===== src/hw/rtl/iabr_pkg.sv =====
// Shared types and constants of the integer ALU / branch resolver.
// No dependencies; imported by every module of the block.
`default_nettype none

package iabr_pkg;

  localparam int DATA_WIDTH = 32;
  localparam int TAG_BITS   = 4;
  localparam int SHIFT_BITS = $clog2(DATA_WIDTH);

  // Stream widths: fields packed from bit 0, padded to whole bytes.
  localparam int IN_TDATA_W  = ((3*DATA_WIDTH + TAG_BITS + 7) / 8) * 8;
  localparam int OUT_TDATA_W = ((DATA_WIDTH + TAG_BITS + 7) / 8) * 8;

  typedef enum logic [4:0] {
    OP_ADD  = 5'd0,
    OP_SUB  = 5'd1,
    OP_MUL  = 5'd2,
    OP_DIV  = 5'd3,
    OP_AND  = 5'd4,
    OP_OR   = 5'd5,
    OP_BEQ  = 5'd6,
    OP_BNE  = 5'd7,
    OP_BGT  = 5'd8,
    OP_BGE  = 5'd9,
    OP_BLT  = 5'd10,
    OP_BLE  = 5'd11,
    OP_LI   = 5'd12,
    OP_BEQZ = 5'd13,
    OP_BNEZ = 5'd14,
    OP_BGTZ = 5'd15,
    OP_BLEZ = 5'd16,
    OP_MOVE = 5'd17,
    OP_NEG  = 5'd18,
    OP_NOT  = 5'd19,
    OP_SLL  = 5'd20,
    OP_SLR  = 5'd21,
    OP_JUMP = 5'd22
  } op_t;

  typedef enum logic [1:0] {
    KIND_RESULT    = 2'd0,
    KIND_NOT_TAKEN = 2'd1,
    KIND_TAKEN     = 2'd2
  } kind_t;

  typedef logic [DATA_WIDTH-1:0] data_t;

  // One stage of the divider chain; non-divide items ride along in res.
  typedef struct packed {
    logic                valid;
    logic                is_div;
    logic                neg_q;
    logic                dsr_zero;
    data_t               rem;
    data_t               dvd;     // dividend bits in, quotient bits out
    data_t               dsr;
    data_t               res;
    kind_t               kind;
    logic [TAG_BITS-1:0] tag;
  } stage_t;

endpackage

`default_nettype wire


===== src/hw/rtl/iabr_front.sv =====
// Decode and registered ALU stage; sets up the divider chain.
// Depends on iabr_pkg.
`default_nettype none

module iabr_front
  import iabr_pkg::*;
(
  input  wire logic                clk,
  input  wire logic                rst_n,
  input  wire logic                en,
  input  wire logic                in_valid,
  input  wire logic [4:0]          opcode,
  input  wire data_t               op_a,
  input  wire data_t               op_b,
  input  wire data_t               target,
  input  wire logic [TAG_BITS-1:0] tag,
  output stage_t                   stage_r
);

  stage_t                stage_nxt;
  data_t                 prod;
  data_t                 mag_a, mag_b, shl, shr_mag, shr;
  logic [SHIFT_BITS-1:0] sh_n;
  logic                  b_le0, b_big, a_zero, lt_ab, lt_ba;
  logic                  is_br, taken;
  data_t                 res;

  always_comb begin
    // Low half of the product is the same for signed and unsigned operands.
    prod    = op_a * op_b;
    mag_a   = op_a[DATA_WIDTH-1] ? (~op_a + 1'b1) : op_a;
    mag_b   = op_b[DATA_WIDTH-1] ? (~op_b + 1'b1) : op_b;
    sh_n    = op_b[SHIFT_BITS-1:0];
    b_le0   = op_b[DATA_WIDTH-1] || (op_b == '0);
    b_big   = (op_b >= data_t'(DATA_WIDTH));
    shl     = op_a << sh_n;
    shr_mag = mag_a >> sh_n;
    shr     = op_a[DATA_WIDTH-1] ? (~shr_mag + 1'b1) : shr_mag;
    a_zero  = (op_a == '0);
    lt_ab   = $signed(op_a) < $signed(op_b);
    lt_ba   = $signed(op_b) < $signed(op_a);
    is_br   = 1'b1;
    taken   = 1'b0;
    res     = '0;
    case (op_t'(opcode))
      OP_ADD:  begin is_br = 1'b0; res = op_a + op_b; end
      OP_SUB:  begin is_br = 1'b0; res = op_a - op_b; end
      OP_MUL:  begin is_br = 1'b0; res = prod; end
      OP_DIV:  is_br = 1'b0;
      OP_AND:  begin is_br = 1'b0; res = op_a & op_b; end
      OP_OR:   begin is_br = 1'b0; res = op_a | op_b; end
      OP_BEQ:  taken = (op_a == op_b);
      OP_BNE:  taken = (op_a != op_b);
      OP_BGT:  taken = lt_ba;
      OP_BGE:  taken = !lt_ab;
      OP_BLT:  taken = lt_ab;
      OP_BLE:  taken = !lt_ba;
      OP_LI:   begin is_br = 1'b0; res = op_a; end
      OP_BEQZ: taken = a_zero;
      OP_BNEZ: taken = !a_zero;
      OP_BGTZ: taken = !a_zero && !op_a[DATA_WIDTH-1];
      OP_BLEZ: taken = a_zero || op_a[DATA_WIDTH-1];
      OP_MOVE: begin is_br = 1'b0; res = op_a; end
      OP_NEG:  begin is_br = 1'b0; res = ~op_a + 1'b1; end
      OP_NOT:  begin is_br = 1'b0; res = data_t'(a_zero); end
      OP_SLL:  begin
        is_br = 1'b0;
        res   = b_le0 ? op_a : (b_big ? '0 : shl);
      end
      OP_SLR:  begin
        is_br = 1'b0;
        res   = b_le0 ? op_a : (b_big ? '0 : shr);
      end
      OP_JUMP: taken = 1'b1;
      default: is_br = 1'b0;
    endcase

    stage_nxt.valid    = in_valid;
    stage_nxt.is_div   = (op_t'(opcode) == OP_DIV);
    stage_nxt.neg_q    = op_a[DATA_WIDTH-1] ^ op_b[DATA_WIDTH-1];
    stage_nxt.dsr_zero = (op_b == '0);
    stage_nxt.rem      = '0;
    stage_nxt.dvd      = mag_a;
    stage_nxt.dsr      = mag_b;
    stage_nxt.res      = is_br ? target : res;
    stage_nxt.kind     = is_br ? (taken ? KIND_TAKEN : KIND_NOT_TAKEN) : KIND_RESULT;
    stage_nxt.tag      = tag;
  end

  always_ff @(posedge clk) begin
    if (!rst_n) begin
      stage_r.valid <= 1'b0;
    end else if (en) begin
      stage_r.valid <= stage_nxt.valid;
    end
    if (en) begin
      stage_r.is_div   <= stage_nxt.is_div;
      stage_r.neg_q    <= stage_nxt.neg_q;
      stage_r.dsr_zero <= stage_nxt.dsr_zero;
      stage_r.rem      <= stage_nxt.rem;
      stage_r.dvd      <= stage_nxt.dvd;
      stage_r.dsr      <= stage_nxt.dsr;
      stage_r.res      <= stage_nxt.res;
      stage_r.kind     <= stage_nxt.kind;
      stage_r.tag      <= stage_nxt.tag;
    end
  end

endmodule

`default_nettype wire


===== config.mk =====
export PLATFORM = sky130hd
export DESIGN_NAME = iabr_front
export DESIGN_NICKNAME = d
export VERILOG_FILES = /design/src/hw/rtl/iabr_pkg.sv /design/src/hw/rtl/iabr_front.sv
export SDC_FILE = /design/constraint.sdc
export NUM_CORES = 2
export LEC_CHECK = 0
export ABC_CLOCK_PERIOD_IN_PS = 14100
export BUFFER_PORTS_ARGS = -buffer_cell sky130_fd_sc_hd__buf_2
export CAP_MARGIN = 25
export CORE_ASPECT_RATIO = 0.8
export CORE_MARGIN = 5
export CORE_UTILIZATION = 45
export CTS_CLUSTER_SIZE = 14
export DETAILED_ROUTE_END_ITERATION = 8
export PLACE_DENSITY = 0.7
export RECOVER_POWER = 100
export SETUP_SLACK_MARGIN = 0.5
export SYNTH_ARGS = -nofsm -noshare
export SYNTH_HDL_FRONTEND = slang
export SYNTH_SLANG_ARGS = --single-unit

===== constraint.sdc =====
create_clock -name clk -period 14.1 [get_ports clk]
set_input_delay 0.705 -clock clk [delete_from_list [all_inputs] [get_ports clk]]
set_output_delay 0.705 -clock clk [all_outputs]
set_load 0.01 [all_outputs]

* Word-level counts from Yosys, hierarchy flattened
Cells that the tools add are included.
** Word-level totals
- Bits in registers :: 106
- Bits in latches :: 0
- RAM bits :: 0
- ROM bits :: 0
- Input bits :: 109
- Output and inout port bits :: 138
- Logic and storage cells :: 75
- Memories kept :: 0
** Cells by class
- Add/sub/neg operators :: 5
- Multiply operators :: 1
- Divide/modulo/power cells :: 0
- Magnitude comparators :: 3
- Equal/unequal tests :: 24
- Shift-type cells :: 2
- Multiplexer cells :: 12
- Bitwise operators :: 6
- Reductions and logical operators :: 12
** Operators with widths (count)
- one-hot mux 32 bit (10 select lines) :: 1
- two-way mux 32 bit :: 7
- adder 32 x 1 -> 32 bit, second input constant :: 3
- NOT 32 bit :: 3
- zero test 32 bit :: 2
- less-than comparator 32 bit :: 2
- == test 5 x 4 -> 1 bit, second input constant :: 8
- == test 5 bit, second input constant :: 7
- adder 32 bit :: 1
- AND 32 bit :: 1
- == test 32 bit :: 1
- >= comparator 32 x 6 -> 1 bit, second input constant :: 1
- multiplier 32 x 32 -> 32 bit :: 1
- inequality test 32 bit :: 1
- bitwise OR 32 bit :: 1
- << shifter 32 x 5 -> 32 bit :: 1
- right shift 32 x 5 -> 32 bit :: 1
- subtractor 32 bit :: 1
- two-way mux 31 bit :: 1
- == test 5 x 3 -> 1 bit, second input constant :: 4
- one-hot mux 1 bit (11 select lines) :: 1
- OR reduction 11 bit :: 1
- == test 5 x 2 -> 1 bit, second input constant :: 2
- == test 5 x 1 -> 1 bit, second input constant :: 1
- other kinds (8) :: 12

* Longest topological paths before layout
- Depth after elaboration :: 11
- Depth in mapped cells :: 36
- Depth with buffers taken out :: 29

* Least setup slack after synthesis
Ideal clock, no wire load.
- Path type :: input to register
- From :: in op_b[2]
- To :: reg stage_r[36] in the netlist's numbering (data pin)
- Library setup time :: 0.273 ns
- Arrival :: 9.464 ns
- Required time :: 13.827 ns
- Slack :: 4.363 ns
- Cell stages on the path :: 34
- Path buffers :: 7
- Cells stage by stage :: clkbuf_1 > inv_1 > clkbuf_1 > buf_1 > clkbuf_1 > clkbuf_1 > buf_1 > buf_1 > nor2_1 > fa_1 > inv_1 > fa_1 > fa_1 > fa_1 > inv_1 > fa_1 > inv_1 > fa_1 > inv_1 > fa_1 > fa_1 > ha_1 > a211o_1 > nor3_1 > nor3b_1 > nor2_1 > a211oi_1 > o21bai_1 > and2_1 > o21ai_0 > a21oi_1 > xor2_1 > a2111oi_0 > nand3_1
** RTL lines
- start, declared :: RTL line iabr_front.sv:14 : input wire data_t op_b,
- end, declared :: RTL line iabr_front.sv:17 : output stage_t stage_r

==> results.toml <==
[hold_path]
hold_start = "tag[0]"
hold_class = "in -> reg"

[synth]
async_flop_share_pct = 0
yosysSeqAreaShare_pct = 9.91
synth.distinct_cells = 97
postSynthAreaPerCell_um2 = 7.98
netlist_top_cells_count = "nor2_1, inv_1, nand2_1, fa_1, ha_1"
yosys.cell_count.top_type = "nor2_1"
synth_top_area_share_pct = 25.6
synth-edff-count = 105
yosysWarnings = 0
yosys.area.top_type = "fa_1"
netlist_area_um2 = 32000
synthCells = 4013
ys_top_cells_by_area = "fa_1, ha_1, edfxtp_1"
synthFlopType = "edfxtp_1"
synth_seq_cells = 106

[clock_tree]
cts_hold_buf = 0
root_buffer = "clkbuf_16"
postCtsSetupBuffers = 0
clkLatencyLatePin_ns = 0.41
cts.repair.resized = 0
cts_sinks = 106
htreeDepth = 3
cts_buffer_depth = 2
path_clk_slew_ns = 0.10
cts_tree = "built"
cts-buffers-inserted = 9

[route]
initialDrtViolationCount = 5545
vias = 33275
drt-total-wl_um = 157000
drcViolationCount = 0
wl_per_cell_um = 31.5
via_per_inst = 6.67
drtPass1Iterations = 9
antenna_left = 0

[floorplan]
ios = 247
die_area_um2 = 76600
row_count = 87
core_area_um2 = 70500
floorplan.initialDensity_pct = 45.4
die_h_um = 249
dieWidth_um = 308

[worst_setup_path]
regToRegStartpoint = "stage_r[137]"
slowest_stage = "nor4_1"
critPathArrivalTime_ns = 12.36
crit_path_max_fanout = 22
crit_top_cell = "clkbuf_1"
max_stage_delay_ns = 2.33
startpoint = "op_a[0]"
startpoint_type = "input pin"
crit_type = "in -> reg"
endpoint_kind = "flop"
worstPathRequired_ns = 14.23
crit_chain = "buf_2 -> clkbuf_1 -> clkinv_1 -> clkbuf_1 -> ha_1 -> or4b_1 -> clkbuf_1 -> nor4_1 -> a21oi_2 -> xnor2_1 -> a211oi_1 -> or3_1 -> o211ai_1 -> nand3_4 -> nor4_4 -> nand2_1 -> o31a_1 -> o31ai_1 -> nand4_1"

[global_route]
grt_usage_pct = 39.6
grt_pass1_vias = 31296
overflow = 0
grt_pass1_wl_um = 224000
antenna_found_initial = 9
grt_max_degree = 66

[placement]
hpwlAfterDp_um = 119000
placement.io_buffers = 214
gp_congestion = 1.07

[sta]
tns_ns = 0
fmax_ghz = 0.0818
period_share_pct = 86.7
hold_viol_final = 0
max_slew.worst_pin.slew_ns = 4.04
layout_min_cycle_time_ns = 12.23
rsz0062_at_grt = "false"
skew_ns = 0
setup_viol = 0
slew_viol_final = 344
relSlewSlack_pct = -169

[run]
cap_viol_max_count = 11

[status]
outcome = "finished with violations"
violations = "max-capacitance violations, max-slew violations"

[cells_and_area]
drive_gt1_share_pct = 7.04
reg_top3 = "stage_r (106)"
largest_reg_flops = 106
regMostFlops = "stage_r"
fin_nets = 4816
syn2layout_area_growth_pct = 5.64
==> stage by stage <==
step	hold WS [ns]	util, %	setup slack, ns	area (µm²)	instances
4_1_cts	0.458	48.3	4.64	34000	4978
3_5_place_dp	0.507	47.8	4.20	33700	4962
6_report	0.466	48.0	1.87	33800	4991
2_1_floorplan	0.538	-	4.36	32100	4044
5_1_grt	0.454	47.9	2.19	33800	4981
3_3_place_gp	0.491	47.8	4.53	33700	4962
==> layer usage <==
layer / vias to the layer above / track usage [%] / routed length (µm) / part of all wire, %
li1: 13552 / - / - / -
met1: 16167 / 54.1 / 59500 / 38
met2: 2976 / 52.8 / 60200 / 38
met3: 572 / 20.4 / 28500 / 18
met4: 8 / 15.1 / 8460 / 5.4
met5: - / 3.52 / 406 / 0.26
==> worst max-delay path: cells and delay by family <==
kind,cells,cell delay (ns)
AOI/OAI and AO/OA,5,2.38
buffers and inverters,5,3.28
adders and majority gates,1,0.65
xor gates and xnor gates,1,0.57
and+or+nand+nor,7,4.65
==> logic make-up after synthesis <==
| kind of cell | after synthesis | share of synthesized area, % |
|---|---|---|
| compound gates | 855 | 18.2 |
| flops | 106 | 9.91 |
| mux | 76 | 3.06 |
| simple gates | 1304 | 18.1 |
| other cells | 1 | 0.0117 |
| xor+xnor | 185 | 5.06 |
| buf+inv | 821 | 10.1 |
| fa+ha+maj | 665 | 35.6 |
==> placed cells by master (no fill, tap or decap), drive strengths merged, types with 20 or more instances in the layout <==
cell	instances
a211oi	33
a21o	28
a21oi	202
a221oi	28
a22oi	28
a31oi	25
buf	178
clkbuf	129
conb	32
edfxtp	105
fa	410
ha	255
inv	501
mux2	21
mux2i	40
nand2	432
nand3	69
nand4	27
nor2	514
nor3	85
nor4	36
o211ai	31
o21a	20
o21ai	182
o21bai	23
o22ai	24
o31ai	40
or3	21
or4	21
xnor2	154
xor2	31
==> final cells by class <==
cell class / count / area [µm²]
Fill cell: 7068 / 36700
Multi-Input combinational cell: 3117 / 25700
Clock buffer: 9 / 225
Sequential cell: 106 / 3170
Tap cell: 934 / 1170
Clock inverter: 7 / 91.3
Antenna cell: 10 / 25.0
Inverter: 510 / 1910
Timing Repair Buffer: 298 / 1540
==> worst paths after layout <==
check / to / slack [ns] / cells past startpoint
max: stage_r[37] / 1.87 / 19
min: stage_r[0] / 0.47 / 1
max reg2reg: stage_r[137] / 13.47 / 2
min reg2reg: stage_r[137] / 0.53 / 2
Power is left out: the tool's default activity adds up to more than one toggle a clock period on the data nets, which glitch-free logic cannot reach.
