$ cat src/hw/rtl/iabr_pkg.sv
// Shared types and constants of the integer ALU / branch resolver.
// No dependencies; imported by every module of the block.
`default_nettype none

package iabr_pkg;

  localparam int DATA_WIDTH = 32;
  localparam int TAG_BITS   = 4;
  localparam int SHIFT_BITS = $clog2(DATA_WIDTH);

  // Stream widths: fields packed from bit 0, padded to whole bytes.
  localparam int IN_TDATA_W  = ((3*DATA_WIDTH + TAG_BITS + 7) / 8) * 8;
  localparam int OUT_TDATA_W = ((DATA_WIDTH + TAG_BITS + 7) / 8) * 8;

  typedef enum logic [4:0] {
    OP_ADD  = 5'd0,
    OP_SUB  = 5'd1,
    OP_MUL  = 5'd2,
    OP_DIV  = 5'd3,
    OP_AND  = 5'd4,
    OP_OR   = 5'd5,
    OP_BEQ  = 5'd6,
    OP_BNE  = 5'd7,
    OP_BGT  = 5'd8,
    OP_BGE  = 5'd9,
    OP_BLT  = 5'd10,
    OP_BLE  = 5'd11,
    OP_LI   = 5'd12,
    OP_BEQZ = 5'd13,
    OP_BNEZ = 5'd14,
    OP_BGTZ = 5'd15,
    OP_BLEZ = 5'd16,
    OP_MOVE = 5'd17,
    OP_NEG  = 5'd18,
    OP_NOT  = 5'd19,
    OP_SLL  = 5'd20,
    OP_SLR  = 5'd21,
    OP_JUMP = 5'd22
  } op_t;

  typedef enum logic [1:0] {
    KIND_RESULT    = 2'd0,
    KIND_NOT_TAKEN = 2'd1,
    KIND_TAKEN     = 2'd2
  } kind_t;

  typedef logic [DATA_WIDTH-1:0] data_t;

  // One stage of the divider chain; non-divide items ride along in res.
  typedef struct packed {
    logic                valid;
    logic                is_div;
    logic                neg_q;
    logic                dsr_zero;
    data_t               rem;
    data_t               dvd;     // dividend bits in, quotient bits out
    data_t               dsr;
    data_t               res;
    kind_t               kind;
    logic [TAG_BITS-1:0] tag;
  } stage_t;

endpackage

`default_nettype wire

$ cat src/hw/rtl/iabr_cell.sv
// One restoring-division cell: one quotient bit per stage.
// Depends on iabr_pkg.
`default_nettype none

module iabr_cell
  import iabr_pkg::*;
(
  input  wire logic   clk,
  input  wire logic   rst_n,
  input  wire logic   en,
  input  wire stage_t prev,
  output stage_t      stage_r
);

  stage_t              stage_nxt;
  logic [DATA_WIDTH:0] shifted, trial;

  always_comb begin
    shifted   = {prev.rem, prev.dvd[DATA_WIDTH-1]};
    trial     = shifted - {1'b0, prev.dsr};
    stage_nxt = prev;
    if (!trial[DATA_WIDTH]) begin
      stage_nxt.rem = trial[DATA_WIDTH-1:0];
    end else begin
      stage_nxt.rem = shifted[DATA_WIDTH-1:0];
    end
    stage_nxt.dvd = {prev.dvd[DATA_WIDTH-2:0], !trial[DATA_WIDTH]};
  end

  always_ff @(posedge clk) begin
    if (!rst_n) begin
      stage_r.valid <= 1'b0;
    end else if (en) begin
      stage_r.valid <= stage_nxt.valid;
    end
    if (en) begin
      stage_r.is_div   <= stage_nxt.is_div;
      stage_r.neg_q    <= stage_nxt.neg_q;
      stage_r.dsr_zero <= stage_nxt.dsr_zero;
      stage_r.rem      <= stage_nxt.rem;
      stage_r.dvd      <= stage_nxt.dvd;
      stage_r.dsr      <= stage_nxt.dsr;
      stage_r.res      <= stage_nxt.res;
      stage_r.kind     <= stage_nxt.kind;
      stage_r.tag      <= stage_nxt.tag;
    end
  end

endmodule

`default_nettype wire

$ cat config.mk
export PLATFORM = sky130hd
export DESIGN_NAME = iabr_cell
export DESIGN_NICKNAME = d
export VERILOG_FILES = /design/src/hw/rtl/iabr_pkg.sv /design/src/hw/rtl/iabr_cell.sv
export SDC_FILE = /design/constraint.sdc
export NUM_CORES = 1
export LEC_CHECK = 0
export ABC_AREA = 1
export BUFFER_PORTS_ARGS = -buffer_cell sky130_fd_sc_hd__clkbuf_2
export CAP_MARGIN = 20
export CORE_ASPECT_RATIO = 0.8
export CORE_MARGIN = 1.5
export CORE_UTILIZATION = 40
export CTS_CLUSTER_SIZE = 12
export DETAILED_ROUTE_END_ITERATION = 8
export PLACE_DENSITY = 0.67
export SETUP_SLACK_MARGIN = 0.15
export SLEW_MARGIN = 20
export SYNTH_ARGS = -nofsm -noshare
export SYNTH_HDL_FRONTEND = slang
export SYNTH_SLANG_ARGS = --single-unit
export TNS_END_PERCENT = 100
$ cat constraint.sdc
create_clock -name clk -period 4.8 [get_ports clk]
set_input_delay 0.48 -clock clk [delete_from_list [all_inputs] [get_ports clk]]
set_output_delay 0.48 -clock clk [all_outputs]
set_load 0.02 [all_outputs]
Yosys cells after proc, flatten, opt, wreduce, memory -nomap -nowiden:

Cells that the tools add are included.

* logic and storage cells: 13
* register bits: 138

* $add $sub $neg: 1
* multiplexer cells: 1
* reduce and logical (&&, ||, !) cells: 1

Operator list (number)
* 33-bit by 32-bit subtractor with 33-bit output: 1
* 32-bit 2-to-1 mux: 1
* 1-bit zero test: 1

Depth between registers and ports, before layout:

Gate-level depths: netlist (run 1).

* depth after elaboration: 2
* mapped depth: 17

Least setup slack after synthesis (run 1):

Ideal clock, no wire load.

* path kind: input to register
* start: input port prev[101] (netlist name)
* end: register stage_r[119] (netlist name) (data pin)
* path buffers: 1
* stages: 16
* setup slack: 2.486 ns
* data required time: 4.548 ns
* data arrival time: 2.062 ns
* cells stage by stage: inv_1 ha_1 fa_1 inv_1 nand2_1 nand2_1 nand3_1 nand2_2 nand2_1 nand2_2 nand2_2 nand3_1 nand2_4 buf_4 nand2_1 nand2_1

RTL lines
* from (decl): line iabr_cell.sv:11 `input wire stage_t prev,`
* to (decl): line iabr_cell.sv:12 `output stage_t stage_r`

==> flow_metrics.py, run 1 <==
metrics = {
    "outcome": {
        "status": "finished clean",
    },
    "timing": {
        "max_freq_mhz": 430,
        "finalHoldViolations": 0,
        "setup_viol": 0,
        "max-slew-margin-rel": 0.398,
        "rsz0062_at_grt": "false",
        "finalMaxSlewViolations": 0,
        "finalClockSkew_ns": 0,
        "final.period_utilization": 0.485,
        "tightest_slew_ns": 0.902,
        "fin_setup_tns_ns": 0,
        "period_needed_ns": 2.33,
        "worst_slack_ns": 2.47,
    },
    "global_route": {
        "overflow": 0,
        "grt.total_usage": 0.225,
        "grt_pass1_vias": 5956,
        "antenna_found_initial": 0,
        "grt_pass1_wl_mm": 32.1,
        "grt_start_max_net_pins": 98,
    },
    "yosys": {
        "ys_seq_area_frac": 0.566,
        "synthesis.area_sq_um": 7300,
        "syn_inst": 821,
        "async_flop_share": 0,
        "post_synth.cell_area_avg_sq_um": 8.89,
        "synth_edf_count": 137,
        "synth.distinct_cells": 27,
        "ys.warnings.count": 0,
        "ys_seq_elements": 138,
        "synthFlopType": "edfxtp_1",
        "synth_fp_nets": 995,
    },
    "worst_setup_path": {
        "worst-path-max-fanout": 32,
        "worstSetupPathType": "in -> reg",
        "cp.required_ns": 4.99,
        "cp.arrival_ns": 2.51,
        "cp-start-kind": "input pin",
        "cpPeakStageDelay_ns": 0.40,
        "crit_top_cell": "nand2_1",
        "path_cells": "clkbuf_2 -> inv_1 -> ha_1 -> fa_1 -> inv_1 -> nand2_1 -> nand2_1 -> nand3_1 -> nand2_2 -> nand2_1 -> nand2_2 -> nand2_2 -> nand3_1 -> nand2_4 -> nand2_1 -> nand2_1",
        "end_kind": "flip-flop",
        "slowest_stage": "fa_1",
    },
    "cts": {
        "cts_resized": 0,
        "clk_latency_ns": 0.41,
        "root_buffer": "clkbuf_16",
        "path_clk_slew_ns": 0.07,
        "post_cts_buffers": 0,
        "cts_tree": "yes",
        "hold_buffers": 0,
        "cts.path.max_buffers": 2,
        "numClockSinks": 138,
        "h-tree-depth": 4,
        "cts_made_buffers": 17,
    },
    "power_and_ir_drop": {
        "switching_share": 0.314,
        "p_leak_nw": 5.08,
        "power_per_cell_area_nw_per_um2": 374,
        "clkPwrFrac": 0.366,
        "internal_power_mw": 2.44,
        "pwr-share-comb": 0.214,
        "p_switching_mw": 1.12,
        "ir_drop_mv": 0.213,
        "seq_power_share": 0.420,
    },
    "place": {
        "gp_congestion": 0.890,
        "place_area_sq_um": 8930,
        "dp_cells": 1319,
        "post-place-ws_ns": 2.02,
        "io_buffers": 278,
        "dp_hpwl_mm": 16.8,
    },
    "detailed_routing": {
        "wl_per_cell_um": 15.7,
        "drt-pass1-iter-count": 5,
        "viasPerCell": 4.65,
        "routed_wl_mm": 21.3,
        "antenna_left": 0,
        "vias": 6286,
        "drc": 0,
        "first_iter_violations": 410,
    },
    "layout": {
        "post_layout_nonfiller_instances": 1351,
        "largest_register_ffs": 138,
        "final_net_count": 1287,
        "final_common_cell": "nand2_1",
        "final_cell_mix": "333 x nand2_1, 277 x clkbuf_2, 156 x inv_1",
        "antenna_cells": 0,
        "final_util": 0.541,
        "design_area_sq_um": 9510,
        "regMostFlops": "stage_r",
        "drive_above_1_share": 0.290,
        "reg.largest.list": "stage_r (138)",
        "syn2layout_area_growth_pct": 30.3,
    },
    "floorplanning": {
        "fp.dieW_um": 154,
        "die_area_sq_um": 19100,
        "start_util": 0.415,
        "core_area_sq_um": 17600,
        "die_y_um": 124,
        "pin_count": 279,
        "core.rowCount": 43,
    },
    "flow_run": {
        "drv_cap": 0,
    },
    "worst_hold_path": {
        "min_path_type": "in -> reg",
    },
}
[final timing paths]
kind,startpoint,endpoint,slack [ns],depth (start not counted)
worst max-delay path,prev[101],stage_r[122]$_DFFE_PP_,2.47,16
worst min-delay path,prev[24],stage_r[24]$_DFFE_PP_,0.23,1
worst max register to register,stage_r[137]$_SDFFE_PN0P_,stage_r[137]$_SDFFE_PN0P_,4.14,2
worst min register to register,stage_r[137]$_SDFFE_PN0P_,stage_r[137]$_SDFFE_PN0P_,0.56,2
[critical path: cells and delay by family]
kind,cells,cell delay [ns]
buffers and inverters,3,0.25
adder cells (fa/ha/maj),2,0.60
AND/OR/NAND/NOR,11,1.16
[power by group through the flow]
stage | clock network, mW | registers, mW | logic (mW)
3_3_place_gp | 0 | 1.52 | 0.756
5_1_grt | 1.37 | 1.50 | 0.841
3_5_place_dp | 0 | 1.52 | 0.762
4_1_cts | 1.33 | 1.50 | 0.766
6_report | 1.30 | 1.50 | 0.760
2_1_floorplan | 0 | 1.67 | 0.323
[through the flow]
| step | power (mW) | hold slack, ns |
|---|---|---|
| floorplan | 1.99 | 0.573 |
| global placement | 2.28 | 0.529 |
| detailed placement | 2.28 | 0.542 |
| CTS | 3.59 | 0.215 |
| global route | 3.72 | 0.209 |
| finish | 3.56 | 0.228 |
[synth_stat cells, types with 2 or more instances]
cell	number	area, sq um
and2_1	4	25.0
inv_2	2	7.51
inv_1	156	586
xor2_1	14	123
buf_4	3	22.5
nand2_4	2	22.5
nor3_1	6	30.0
o21bai_1	7	52.6
nand3b_1	2	15.0
a21oi_1	25	125
nor2_1	38	143
a21oi_2	2	17.5
edfxtp_1	137	4110
buf_6	3	33.8
nand2_2	8	50.1
ha_1	32	400
nand3_1	31	155
nand4_1	8	50.1
nand2_1	333	1250
[cell families (layout without fill, tap and decap cells)]
group / Yosys count / after routing / share of synthesized area
compound gates: 35 / 35 / 0.0274
xor+xnor: 15 / 15 / 0.0180
fa+ha+maj: 33 / 33 / 0.0576
buf+inv: 164 / 469 / 0.0889
flops: 138 / 138 / 0.566
simple gates: 436 / 436 / 0.242
[layout make-up]
cell class	count	area, sq um
Clock buffer	17	425
Clock inverter	15	156
Fill cell	1684	8080
Inverter	158	593
Multi-Input combinational cell	519	2520
Sequential cell	138	4130
Tap cell	225	282
Timing Repair Buffer	279	1410
[layer usage]
layer | track usage | vias to the layer above | share of wire
met5 | 0 | - | 0
met4 | 0.0698 | 0 | 0.010
met3 | 0.0532 | 20 | 0.073
met2 | 0.375 | 200 | 0.47
met1 | 0.295 | 2880 | 0.45
li1 | - | 3186 | -
No activity file was read; power rests on OpenSTA's default activity.
==> run 2, diff against run 1 <==
--- a/config.mk
+++ b/config.mk
@@ -13,7 +13,7 @@
 export CORE_UTILIZATION = 40
 export CTS_CLUSTER_SIZE = 12
 export DETAILED_ROUTE_END_ITERATION = 8
-export PLACE_DENSITY = 0.67
+export PLACE_DENSITY = 0.7
 export SETUP_SLACK_MARGIN = 0.15
 export SLEW_MARGIN = 20
 export SYNTH_ARGS = -nofsm -noshare
==> constraint.sdc (replaced) <==
create_clock -name clk -period 2.1 [get_ports clk]
set_input_delay 0.21 -clock clk [delete_from_list [all_inputs] [get_ports clk]]
set_output_delay 0.21 -clock clk [all_outputs]
set_load 0.02 [all_outputs]
==> flow_metrics.py, run 2 (same netlist as run 1, synthesis figures left out) <==
metrics = {
    "cts": {
        "path_clk_slew_ns": 0.06,
        "clk_latency_ns": 0.41,
        "root_buffer": "clkbuf_16",
        "numClockSinks": 138,
        "post_cts_buffers": 0,
        "h-tree-depth": 4,
        "cts_made_buffers": 17,
        "cts_tree": "yes",
        "cts.path.max_buffers": 2,
    },
    "worst_setup_path": {
        "end_kind": "flip-flop",
        "crit_buf_inv": 4,
        "crit_end": "stage_r[131]$_DFFE_PP_",
        "worst-path-max-fanout": 4,
        "reg2reg_slack_ns": 1.44,
        "crit_top_cell": "nand2_1",
        "worstSetupPathType": "in -> reg",
        "path_cells": "clkbuf_2 -> inv_1 -> ha_1 -> buf_4 -> nand2_1 -> inv_1 -> nand2_1 -> nor3_1 -> nand2_1 -> nand2_1 -> nand2_1 -> nand3_1 -> nand2_1 -> nand2_1 -> nand2_1",
        "crit_family": "simple AND/OR/NAND/NOR gates",
        "regToRegEndpoint": "stage_r[137]$_SDFFE_PN0P_",
        "r2r_start": "stage_r[137]$_SDFFE_PN0P_",
        "cpPeakStageDelay_ns": 0.31,
        "cp.arrival_ns": 1.93,
        "cp.depth": 15,
        "cp.required_ns": 2.27,
        "cp-startpoint": "prev[47]",
        "slowest_stage": "ha_1",
        "reg2reg_depth": 2,
        "cp-start-kind": "input pin",
    },
    "floorplanning": {
        "die_y_um": 124,
        "fp.dieW_um": 154,
        "start_util": 0.415,
        "core_area_sq_um": 17600,
        "die_area_sq_um": 19100,
        "pin_count": 279,
        "core.rowCount": 43,
    },
    "global_route": {
        "grt.total_usage": 0.255,
        "grt_pass1_wl_mm": 36.6,
        "grt_pass1_vias": 6947,
        "grt_start_max_net_pins": 57,
        "antenna_found_initial": 2,
        "overflow": 0,
    },
    "timing": {
        "period_needed_ns": 1.77,
        "final.period_utilization": 0.841,
        "fin_setup_tns_ns": 0,
        "setup_viol": 0,
        "max-slew-margin-rel": 0.614,
        "tightest_slew_ns": 0.580,
        "finalClockSkew_ns": 0,
        "finalHoldViolations": 0,
        "rsz0062_at_grt": "false",
        "max_freq_mhz": 566,
        "finalMaxSlewViolations": 0,
    },
    "layout": {
        "antenna_cells": 0,
        "final_cell_mix": "333 x nand2_1, 277 x clkbuf_2, 154 x inv_1",
        "regMostFlops": "stage_r",
        "final_net_count": 1478,
        "syn2layout_area_growth_pct": 54.9,
        "fillCellCount": 1444,
        "final_common_cell": "nand2_1",
        "largest_register_ffs": 138,
        "drive_above_1_share": 0.321,
        "post_layout_nonfiller_instances": 1542,
        "reg.largest.list": "stage_r (138)",
        "design_area_sq_um": 11300,
        "final_util": 0.643,
    },
    "detailed_routing": {
        "routed_wl_mm": 24.2,
        "viasPerCell": 4.56,
        "drt-pass1-iter-count": 4,
        "highest_layer": "met5",
        "wl_per_cell_um": 15.7,
        "antenna_left": 0,
        "wl_met2_mm": 11.4,
        "m1WireLength_mm": 10.7,
        "route.met3.wl_mm": 1.55,
        "drc": 0,
        "vias": 7024,
        "first_iter_violations": 394,
    },
    "outcome": {
        "status": "finished clean",
    },
    "power_and_ir_drop": {
        "pwr-share-comb": 0.259,
        "clkPwrFrac": 0.337,
        "internal_power_mw": 5.81,
        "switching_share": 0.316,
        "seq_power_share": 0.404,
        "p_leak_nw": 5.96,
        "p_switching_mw": 2.68,
        "ir_drop_mv": 0.415,
        "power_per_cell_area_nw_per_um2": 751,
    },
    "place": {
        "place_area_sq_um": 9730,
        "dp_hpwl_mm": 17.7,
        "gp_congestion": 0.912,
        "io_buffers": 278,
        "dp_cells": 1409,
    },
    "flow_run": {
        "drv_cap": 0,
    },
    "worst_hold_path": {
        "min_path_cells": 1,
        "min_path_type": "in -> reg",
    },
}
==> run 2: worst min path at each step <==
stage	start	slack, ns	end
3_5_place_dp	prev[6]	0.39	stage_r[6]$_DFFE_PP_
5_1_grt	prev[38]	0.01	stage_r[38]$_DFFE_PP_
4_1_cts	prev[38]	0.004	stage_r[38]$_DFFE_PP_
2_1_floorplan	en	0.30	stage_r[137]$_SDFFE_PN0P_
6_report	prev[38]	0.02	stage_r[38]$_DFFE_PP_
3_3_place_gp	prev[5]	0.39	stage_r[5]$_DFFE_PP_
==> run 2: through the flow <==
step / power [mW] / hold WS [ns] / setup WS, ns
4_1_cts: 8.51 / 0.00361 / 0.356
2_1_floorplan: 4.57 / 0.303 / 0.154
5_1_grt: 8.86 / 0.0104 / 0.183
3_3_place_gp: 5.47 / 0.386 / -0.0973
3_5_place_dp: 5.50 / 0.389 / -0.0809
6_report: 8.49 / 0.0217 / 0.334
==> run 2: final cells by class <==
| cell class | instances | area [sq um] | share of cell area |
|---|---|---|---|
| clock buffer | 17 | 425 | 0.0376 |
| inverter | 158 | 593 | 0.0525 |
| timing repair buffer | 470 | 3190 | 0.282 |
| multi-input combinational | 519 | 2550 | 0.225 |
| tap | 225 | 282 | 0.0249 |
| clock inverter | 15 | 134 | 0.0118 |
| sequential | 138 | 4130 | 0.366 |
==> run 2: layer usage <==
layer,global-route usage,vias up
met5,0,-
met4,0.0862,4
met3,0.0605,44
met2,0.442,242
met1,0.316,3169
li1,-,3565
==> run 2: repair_timing <==
item                                   4_1_cts  5_1_grt
endpoints found under the hold margin      101        0
setup endpoints to repair                    0        1
hold buffers                               101        0
resized for setup                            0        1
==> run 2: power groups by stage <==
stage | clock network [mW] | registers (mW) | logic (mW)
finish | 2.86 | 3.43 | 2.20
global route | 3.01 | 3.45 | 2.40
CTS | 2.90 | 3.42 | 2.19
detailed placement | 0 | 3.48 | 2.02
global placement | 0 | 3.47 | 2.00
floorplan | 0 | 3.82 | 0.748
